<file path="config.mk">
export PLATFORM = sky130hd
export DESIGN_NAME = adc_channel_scan_sequencer_unit
export DESIGN_NICKNAME = d
export VERILOG_FILES = /design/src/adcss_pkg.sv /design/src/adc_channel_scan_sequencer_unit.sv /design/src/adcss_seq.sv
export SDC_FILE = /design/constraint.sdc
export NUM_CORES = 1
export LEC_CHECK = 0
export BUFFER_PORTS_ARGS = -buffer_cell sky130_fd_sc_hd__buf_2
export CAP_MARGIN = 20
export CELL_PAD_IN_SITES_DETAIL_PLACEMENT = 1
export CELL_PAD_IN_SITES_GLOBAL_PLACEMENT = 1
export CORE_MARGIN = 2
export CORE_UTILIZATION = 39
export DETAILED_ROUTE_END_ITERATION = 8
export PLACE_DENSITY = 0.83
export REMOVE_ABC_BUFFERS = 1
export SYNTH_ARGS = -nofsm -noshare
export SYNTH_HDL_FRONTEND = slang
export SYNTH_SLANG_ARGS = --single-unit
</file>
<file path="constraint.sdc">
create_clock -name aclk -period 2.15 [get_ports aclk]
set_clock_uncertainty 0.1 [all_clocks]
set_input_delay 0 -clock aclk [delete_from_list [all_inputs] [get_ports aclk]]
set_output_delay 0 -clock aclk [all_outputs]
set_load 0.02 [all_outputs]
</file>
<file path="src/adcss_pkg.sv">
// ----------------------------------------------------------------------------
// ADC scan sequencer package
// Shared types, register indexes and the channel mapping function of the
// round-robin converter scan sequencer.
// ----------------------------------------------------------------------------
package adcss_pkg;

    // Fixed field widths.
    localparam int unsigned IdxW        = 3;
    localparam int unsigned CountW      = 4;
    localparam int unsigned ConvW       = 10;
    localparam int unsigned SampleW     = 8;
    localparam int unsigned MaxChannelsDefault = 8;

    // Configuration register indexes, taken from paddr[2].
    localparam logic REG_CHANNEL_COUNT = 1'b0;
    localparam logic REG_REFERENCE     = 1'b1;

    typedef enum logic [1:0] {
        PH_SELECT  = 2'd0,
        PH_ACQUIRE = 2'd1,
        PH_START   = 2'd2,
        PH_WAIT    = 2'd3
    } phase_t;

    typedef enum logic {
        OP_TICK = 1'b0,
        OP_READ = 1'b1
    } op_t;

    typedef struct packed {
        op_t               op;
        logic              converter_busy;
        logic [ConvW-1:0]  conversion_result;
        logic [IdxW-1:0]   read_index;
    } item_t;

    typedef struct packed {
        logic               select_write;
        logic [IdxW-1:0]    physical_channel;
        logic               start_pulse;
        logic               sample_captured;
        logic [IdxW-1:0]    captured_index;
        logic [SampleW-1:0] read_value;
    } result_t;

    typedef struct packed {
        logic [CountW-1:0] channel_count;
        logic              reference_in_use;
    } cfg_t;

    // Logical to physical channel number. With a reference in use the
    // reference pins are skipped; the sum wraps in three bits.
    function automatic logic [IdxW-1:0] map_channel(
        input logic [IdxW-1:0]   idx,
        input logic [CountW-1:0] count,
        input logic              ref_in_use
    );
        logic [IdxW-1:0] phys;
        phys = idx;
        if (ref_in_use) begin
            case (count)
                4'd3, 4'd4, 4'd6: begin
                    if (idx > 3'd2) begin
                        phys = idx + 3'd2;
                    end
                end
                4'd5, 4'd7: begin
                    if (idx > 3'd3) begin
                        phys = idx + 3'd1;
                    end
                end
                default: begin
                    phys = idx;
                end
            endcase
        end
        return phys;
    endfunction

endpackage

</file>
<file path="src/adc_channel_scan_sequencer_unit.sv">
// ----------------------------------------------------------------------------
// ADC channel scan sequencer unit
// Round-robin converter scan sequencer with a stream request channel, a
// stream result channel and an APB-style configuration port.
// ----------------------------------------------------------------------------
// The unit takes one request per clock cycle and returns exactly one result
// for each, through the input register and then the result register, with
// only the phase machine, channel mapping and sample store lookup between.
// The input register refills while the result register is free or being
// emptied, so one new request is still taken while an earlier result waits on
// the master side; throughput drops below one per cycle only while m_tready
// is held low. A tick request moves the sequencer through channel select,
// acquisition, conversion start and converter wait; in the wait phase it
// stores bits 9..2 of the conversion result for the current channel once the
// converter reports not busy. A read request returns one stored sample and
// changes nothing. The sample store is a small flip-flop array that reset
// clears at once, so the unit is ready once reset is released. Write
// configuration only while no request is in flight; the unit does not enforce it.
module adc_channel_scan_sequencer_unit #(
    parameter int unsigned MAX_CHANNELS = adcss_pkg::MaxChannelsDefault
) (
    input  logic        aclk,
    input  logic        aresetn,
    // Request channel.
    input  logic        s_tvalid,
    output logic        s_tready,
    // [0] converter_busy, [10:1] conversion_result, [13:11] read_index,
    // [15:14] zero
    input  logic [15:0] s_tdata,
    // [0] op
    input  logic [0:0]  s_tuser,
    // Result channel.
    output logic        m_tvalid,
    input  logic        m_tready,
    // [0] select_write, [3:1] physical_channel, [4] start_pulse,
    // [5] sample_captured, [8:6] captured_index, [16:9] read_value,
    // [23:17] zero
    output logic [23:0] m_tdata,
    // Configuration port.
    input  logic        psel,
    input  logic        penable,
    input  logic        pwrite,
    input  logic [2:0]  paddr,
    input  logic [31:0] pwdata,
    output logic [31:0] prdata,
    output logic        pready
);
    import adcss_pkg::*;

    // Configuration registers.
    cfg_t     cfg_reg;
    logic     cfg_write;

    // Input register.
    logic     in_valid_reg;
    item_t    in_item_reg;

    // Result register.
    logic     out_valid_reg;
    result_t  out_result_reg;

    logic     advance;
    result_t  seq_result;

    assign pready    = 1'b1;
    assign cfg_write = psel && penable && pwrite && pready;

    always_ff @(posedge aclk) begin
        if (!aresetn) begin
            cfg_reg.channel_count    <= CountW'(1);
            cfg_reg.reference_in_use <= 1'b0;
        end else if (cfg_write) begin
            case (paddr[2])
                REG_CHANNEL_COUNT: cfg_reg.channel_count    <= pwdata[CountW-1:0];
                REG_REFERENCE:     cfg_reg.reference_in_use <= pwdata[0];
                default: begin
                    cfg_reg <= cfg_reg;
                end
            endcase
        end
    end

    always_comb begin
        prdata = '0;
        case (paddr[2])
            REG_CHANNEL_COUNT: prdata = {{(32-CountW){1'b0}}, cfg_reg.channel_count};
            REG_REFERENCE:     prdata = {31'b0, cfg_reg.reference_in_use};
            default: begin
                prdata = '0;
            end
        endcase
    end

    // The held request moves on whenever the result register is free or
    // is being emptied in this cycle; the input register refills in the
    // same cycle.
    assign advance  = in_valid_reg && (!out_valid_reg || m_tready);
    assign s_tready = !in_valid_reg || advance;

    always_ff @(posedge aclk) begin
        if (!aresetn) begin
            in_valid_reg <= 1'b0;
        end else if (s_tready) begin
            in_valid_reg <= s_tvalid;
        end
    end

    always_ff @(posedge aclk) begin
        if (s_tvalid && s_tready) begin
            in_item_reg.op                <= op_t'(s_tuser[0]);
            in_item_reg.converter_busy    <= s_tdata[0];
            in_item_reg.conversion_result <= s_tdata[10:1];
            in_item_reg.read_index        <= s_tdata[13:11];
        end
    end

    adcss_seq #(
        .MAX_CHANNELS(MAX_CHANNELS)
    ) u_seq (
        .aclk    (aclk),
        .aresetn (aresetn),
        .step    (advance),
        .item    (in_item_reg),
        .cfg     (cfg_reg),
        .result  (seq_result)
    );

    always_ff @(posedge aclk) begin
        if (!aresetn) begin
            out_valid_reg <= 1'b0;
        end else if (advance) begin
            out_valid_reg <= 1'b1;
        end else if (m_tready) begin
            out_valid_reg <= 1'b0;
        end
    end

    always_ff @(posedge aclk) begin
        if (advance) begin
            out_result_reg <= seq_result;
        end
    end

    assign m_tvalid = out_valid_reg;
    assign m_tdata  = {7'b0,
                       out_result_reg.read_value,
                       out_result_reg.captured_index,
                       out_result_reg.sample_captured,
                       out_result_reg.start_pulse,
                       out_result_reg.physical_channel,
                       out_result_reg.select_write};

endmodule

</file>
<file path="src/adcss_seq.sv">
// ----------------------------------------------------------------------------
// ADC scan sequencer core
// Phase machine, channel index, sample store and the result logic for one
// request per cycle, advancing its state only while step is high.
// ----------------------------------------------------------------------------
module adcss_seq #(
    parameter int unsigned MAX_CHANNELS = adcss_pkg::MaxChannelsDefault
) (
    input  logic              aclk,
    input  logic              aresetn,
    input  logic              step,
    input  adcss_pkg::item_t  item,
    input  adcss_pkg::cfg_t   cfg,
    output adcss_pkg::result_t result
);
    import adcss_pkg::*;

    localparam int unsigned AddrW = (MAX_CHANNELS > 1) ? $clog2(MAX_CHANNELS) : 1;
    localparam logic [CountW-1:0] MaxCount = CountW'(MAX_CHANNELS);

    phase_t              phase_reg, phase_next;
    logic [IdxW-1:0]     index_reg, index_next;
    logic [SampleW-1:0]  store_reg [MAX_CHANNELS];
    logic                store_we;
    logic [CountW-1:0]   index_inc;
    logic                read_in_range;
    logic                cap_in_range;

    assign index_inc     = {1'b0, index_reg} + CountW'(1);
    assign read_in_range = ({1'b0, item.read_index} < MaxCount);
    assign cap_in_range  = ({1'b0, index_reg} < MaxCount);

    always_comb begin
        phase_next = phase_reg;
        index_next = index_reg;
        store_we   = 1'b0;
        result     = '0;
        if (item.op == OP_READ) begin
            if (read_in_range) begin
                result.read_value = store_reg[item.read_index[AddrW-1:0]];
            end
        end else begin
            case (phase_reg)
                PH_SELECT: begin
                    result.select_write     = 1'b1;
                    result.physical_channel = map_channel(index_reg, cfg.channel_count,
                                                          cfg.reference_in_use);
                    phase_next = PH_ACQUIRE;
                end
                PH_ACQUIRE: begin
                    phase_next = PH_START;
                end
                PH_START: begin
                    result.start_pulse = 1'b1;
                    phase_next = PH_WAIT;
                end
                PH_WAIT: begin
                    if (!item.converter_busy) begin
                        phase_next             = PH_SELECT;
                        result.sample_captured = 1'b1;
                        result.captured_index  = index_reg;
                        store_we               = cap_in_range;
                        if (index_inc == cfg.channel_count || index_inc >= MaxCount) begin
                            index_next = '0;
                        end else begin
                            index_next = index_inc[IdxW-1:0];
                        end
                    end
                end
                default: begin
                    phase_next = PH_SELECT;
                end
            endcase
        end
    end

    always_ff @(posedge aclk) begin
        if (!aresetn) begin
            phase_reg <= PH_SELECT;
            index_reg <= '0;
        end else if (step) begin
            phase_reg <= phase_next;
            index_reg <= index_next;
        end
    end

    always_ff @(posedge aclk) begin
        if (!aresetn) begin
            for (int i = 0; i < int'(MAX_CHANNELS); i++) begin
                store_reg[i] <= '0;
            end
        end else if (step && store_we) begin
            store_reg[index_reg[AddrW-1:0]] <= item.conversion_result[ConvW-1:2];
        end
    end

    // A start pulse always leads into the wait phase.
    a_start_to_wait: assert property (@(posedge aclk) disable iff (!aresetn)
        step && result.start_pulse |=> phase_reg == PH_WAIT)
        else $error("start pulse did not lead into the wait phase");

    // Read requests leave the sequencer state untouched.
    a_read_keeps_state: assert property (@(posedge aclk) disable iff (!aresetn)
        step && item.op == OP_READ |=> $stable(phase_reg) && $stable(index_reg))
        else $error("read request changed sequencer state");

    // The channel index never leaves the store range.
    a_index_range: assert property (@(posedge aclk) disable iff (!aresetn)
        {1'b0, index_reg} < MaxCount)
        else $error("channel index beyond the channel range");

    // At most one sequencer event per request.
    a_one_event: assert property (@(posedge aclk) disable iff (!aresetn)
        $onehot0({result.select_write, result.start_pulse, result.sample_captured}))
        else $error("more than one sequencer event in one request");

endmodule

</file>
==> flow_summary.yaml <==
cts:
  root_buffer: "clkbuf_16"
  cts_sinks: 106
  worstSkewPairLatency_ps: 350
  clk_pin_slew_ps: 60
  numCtsBuffers: 9
  htreeDepth: 3
  cts_tree: "yes"
  clockBufferDepth: 2
finish:
  n_fill_cell: 1298
  seqCellArea_um2: 3070
  syn_to_final_growth_pct: 20.5
  multiInputGateArea_um2: 1830
  layout.nets: 525
  drive_gt1_share_pct: 28.6
  diodes: 0
  largest_reg_flops: 64
global_route:
  antenna_found_initial: 0
  grt_pass1_vias: 3384
  grt_max_degree: 22
  grtUsageTotal_pct: 17.0
  grt_overflow: 0
  grt_pass1_wl_mm: 18.3
synth:
  synth_seq_cells: 106
  netlist_area_um2: 5100
  syn_inst: 372
  synth_flop_cell: "edfxtp_1"
  synth_cell_types: 45
  synth_edf_count: 94
  avgSynthCellArea_um2: 13.7
  yosysSeqAreaShare_pct: 60.1
  ys.warnings.count: 0
  synthArstFlopShare_pct: 0
sta:
  maxSlewViolCount: 0
  period_needed_ps: 2180
  tightest_slew_ps: 690
  hold_violations: 0
  post-route-period-util_pct: 101
  layout_setup_ws_ps: -28.6
  slew_headroom_pct: 53.9
  setup_viol: 1
  totalNegativeSetupSlack_ps: -28.6
  rsz0062_at_grt: "yes"
  max_freq_mhz: 459
worst_hold_path:
  hp-start: "penable"
  hold_class: "in -> reg"
outcome:
  outcome: "finished with violations"
  violations: "setup timing"
power_and_ir_drop:
  cellPowerDensity_nw_per_um2: 708
  total_power_mw: 4.35
  clockPowerShare_pct: 37.7
  pwr-share-seq_pct: 54.2
  ir_drop_v: 0.000351
  p_int_mw: 3.37
  pwr-share-comb_pct: 8.1
  swShare_pct: 22.7
  power_leakage_nw: 2.50
  switchingPower_mw: 0.987
routing:
  firstDrtPassIters: 4
  detail_route.wl_per_cell_um: 18.4
  drtIter0Drc: 238
  vias_per_cell: 4.95
  ant_nets: 0
  vias: 3131
  remaining_drc_errors: 0
  wl_mm: 11.6
critical_path:
  cp-startpoint: "u_seq.index_reg[0]"
  crit-reg2reg-launch: "u_seq.index_reg[0]"
  path_max_fanout: 3
  startpoint_type: "register"
  endpoint_kind: "register"
  crit_required_ps: 2240
  crit_arrival_ps: 2270
  critical_path_class: "reg -> reg"
floorplanning:
  num_io_pins: 118
  die_h_um: 118
  rows: 41
  start_util_pct: 40.2
  coreArea_um2: 12700
  die-area_um2: 14000
  dieWidth_um: 118
run:
  drv_cap: 0
placement:
  globalplace.congestion: 0.806
  dp_hpwl_mm: 8.18
  io_buffers: 47
## cell usage in the layout (no fill, tap or decap), types with 3 or more instances in the layout
cell           count
a21oi_1            8
and2_1            34
and3_1            26
and3_2             6
and3_4             4
buf_12             4
buf_2             48
buf_4             21
clkbuf_16          9
conb_1            36
dfxtp_1           10
dlygate4sd3_1     22
edfxtp_1          94
ha_1               9
inv_1              7
mux2i_1           13
mux4_2            16
nand2_1           11
nand2_2            3
nand2b_1           4
nand2b_4           4
nand3_1            3
nor2_1            13
nor2b_1           14
## path summary, 6_finish.rpt
| path | end | slack [ps] | depth (start not counted) |
|---|---|---|---|
| worst max-delay path | m_tdata[3] | -30 | 6 |
| worst min-delay path | cfg_reg[3] | 120 | 4 |
| worst max register to register | m_tdata[3] | -30 | 6 |
| worst min register to register | cfg_reg[0] | 430 | 2 |
## repair_timing
action	4_1_cts	5_1_grt
hold buffers	22	0
hold endpoints to repair	20	0
cloned	0	1
setup endpoints to repair	65	69
setup buffers	0	1
resized for setup	6	17
pin swaps	1	6
## stage by stage
| stage | area [µm²] | util, % | hold WS [ps] | std cells | setup slack [ps] |
|---|---|---|---|---|---|
| 2_1_floorplan | 4840 | - | -38.1 | 349 | -318 |
| 3_3_place_gp | 5580 | 44.1 | 82.2 | 596 | 28.6 |
| 3_5_place_dp | 5580 | 44.1 | 79.0 | 596 | -112 |
| 4_1_cts | 6120 | 48.3 | 122 | 634 | 25.9 |
| 5_1_grt | 6150 | 48.5 | 179 | 633 | -52.7 |
| 6_report | 6150 | 48.5 | 122 | 633 | -28.6 |
## cell type report
cell class / count / area share, %
Timing Repair Buffer: 96 / 11.5
Multi-Input combinational cell: 235 / 29.8
Clock buffer: 11 / 3.79
Clock inverter: 5 / 0.977
Inverter: 8 / 0.489
Sequential cell: 106 / 49.9
Tap cell: 172 / 3.50
## power groups by stage
stage / sequential (mW) / combinational, mW / clock [mW]
2_1_floorplan: 2.42 / 0.173 / 0
4_1_cts: 2.36 / 0.362 / 1.67
3_5_place_dp: 2.41 / 0.330 / 0
5_1_grt: 2.37 / 0.379 / 1.76
6_report: 2.36 / 0.351 / 1.64
3_3_place_gp: 2.40 / 0.317 / 0
## critical path, stage by stage, from the launching register on
cell and delay (ps):
dfxtp_1 330, ha_1 210, ha_1 320, or2_2 300, a2111oi_2 420, o21ai_1 170
a21oi_2 180
## cell usage after synthesis, types with 2 or more instances
master | number | area (µm²)
o21ai_0 | 2 | 10.0
edfxtp_1 | 94 | 2820
and3_2 | 6 | 45.0
mux2i_1 | 13 | 130
buf_6 | 4 | 45.0
o2bb2ai_1 | 2 | 17.5
and2_1 | 34 | 213
clkbuf_1 | 9 | 33.8
ha_1 | 10 | 125
buf_4 | 37 | 278
nand4_1 | 2 | 12.5
and3_1 | 30 | 188
a21oi_1 | 9 | 45.0
mux4_2 | 16 | 360
nand4b_1 | 2 | 17.5
xor2_1 | 2 | 17.5
nand3_1 | 3 | 15.0
a2111oi_0 | 2 | 17.5
dfxtp_1 | 12 | 240
conb_1 | 2 | 7.51
buf_2 | 6 | 30.0
nor2_1 | 13 | 48.8
nor2b_1 | 14 | 87.6
inv_1 | 7 | 26.3
nand2b_1 | 8 | 50.1
nand2_1 | 14 | 52.6
## kinds of logic after synthesis
family / after synthesis / synth area share (%)
multiplexers: 30 / 9.84
flip-flops: 106 / 60.1
XOR/XNOR: 3 / 0.515
buffers and inverters: 65 / 8.25
other: 2 / 0.147
adder cells (fa/ha/maj): 10 / 2.45
AND/OR/NAND/NOR: 134 / 15.8
AO/OA/AOI/OAI: 22 / 2.97
## metal layers
layer | track usage [%] | part of all wire [%] | up-vias
met1 | 20.6 | 42 | 1585
met5 | 0 | 0 | -
met3 | 2.94 | 3.9 | 16
met4 | 6.93 | 1.5 | 0
li1 | - | - | 1452
met2 | 29.8 | 53 | 78
Power figures use the tool's default switching activity.
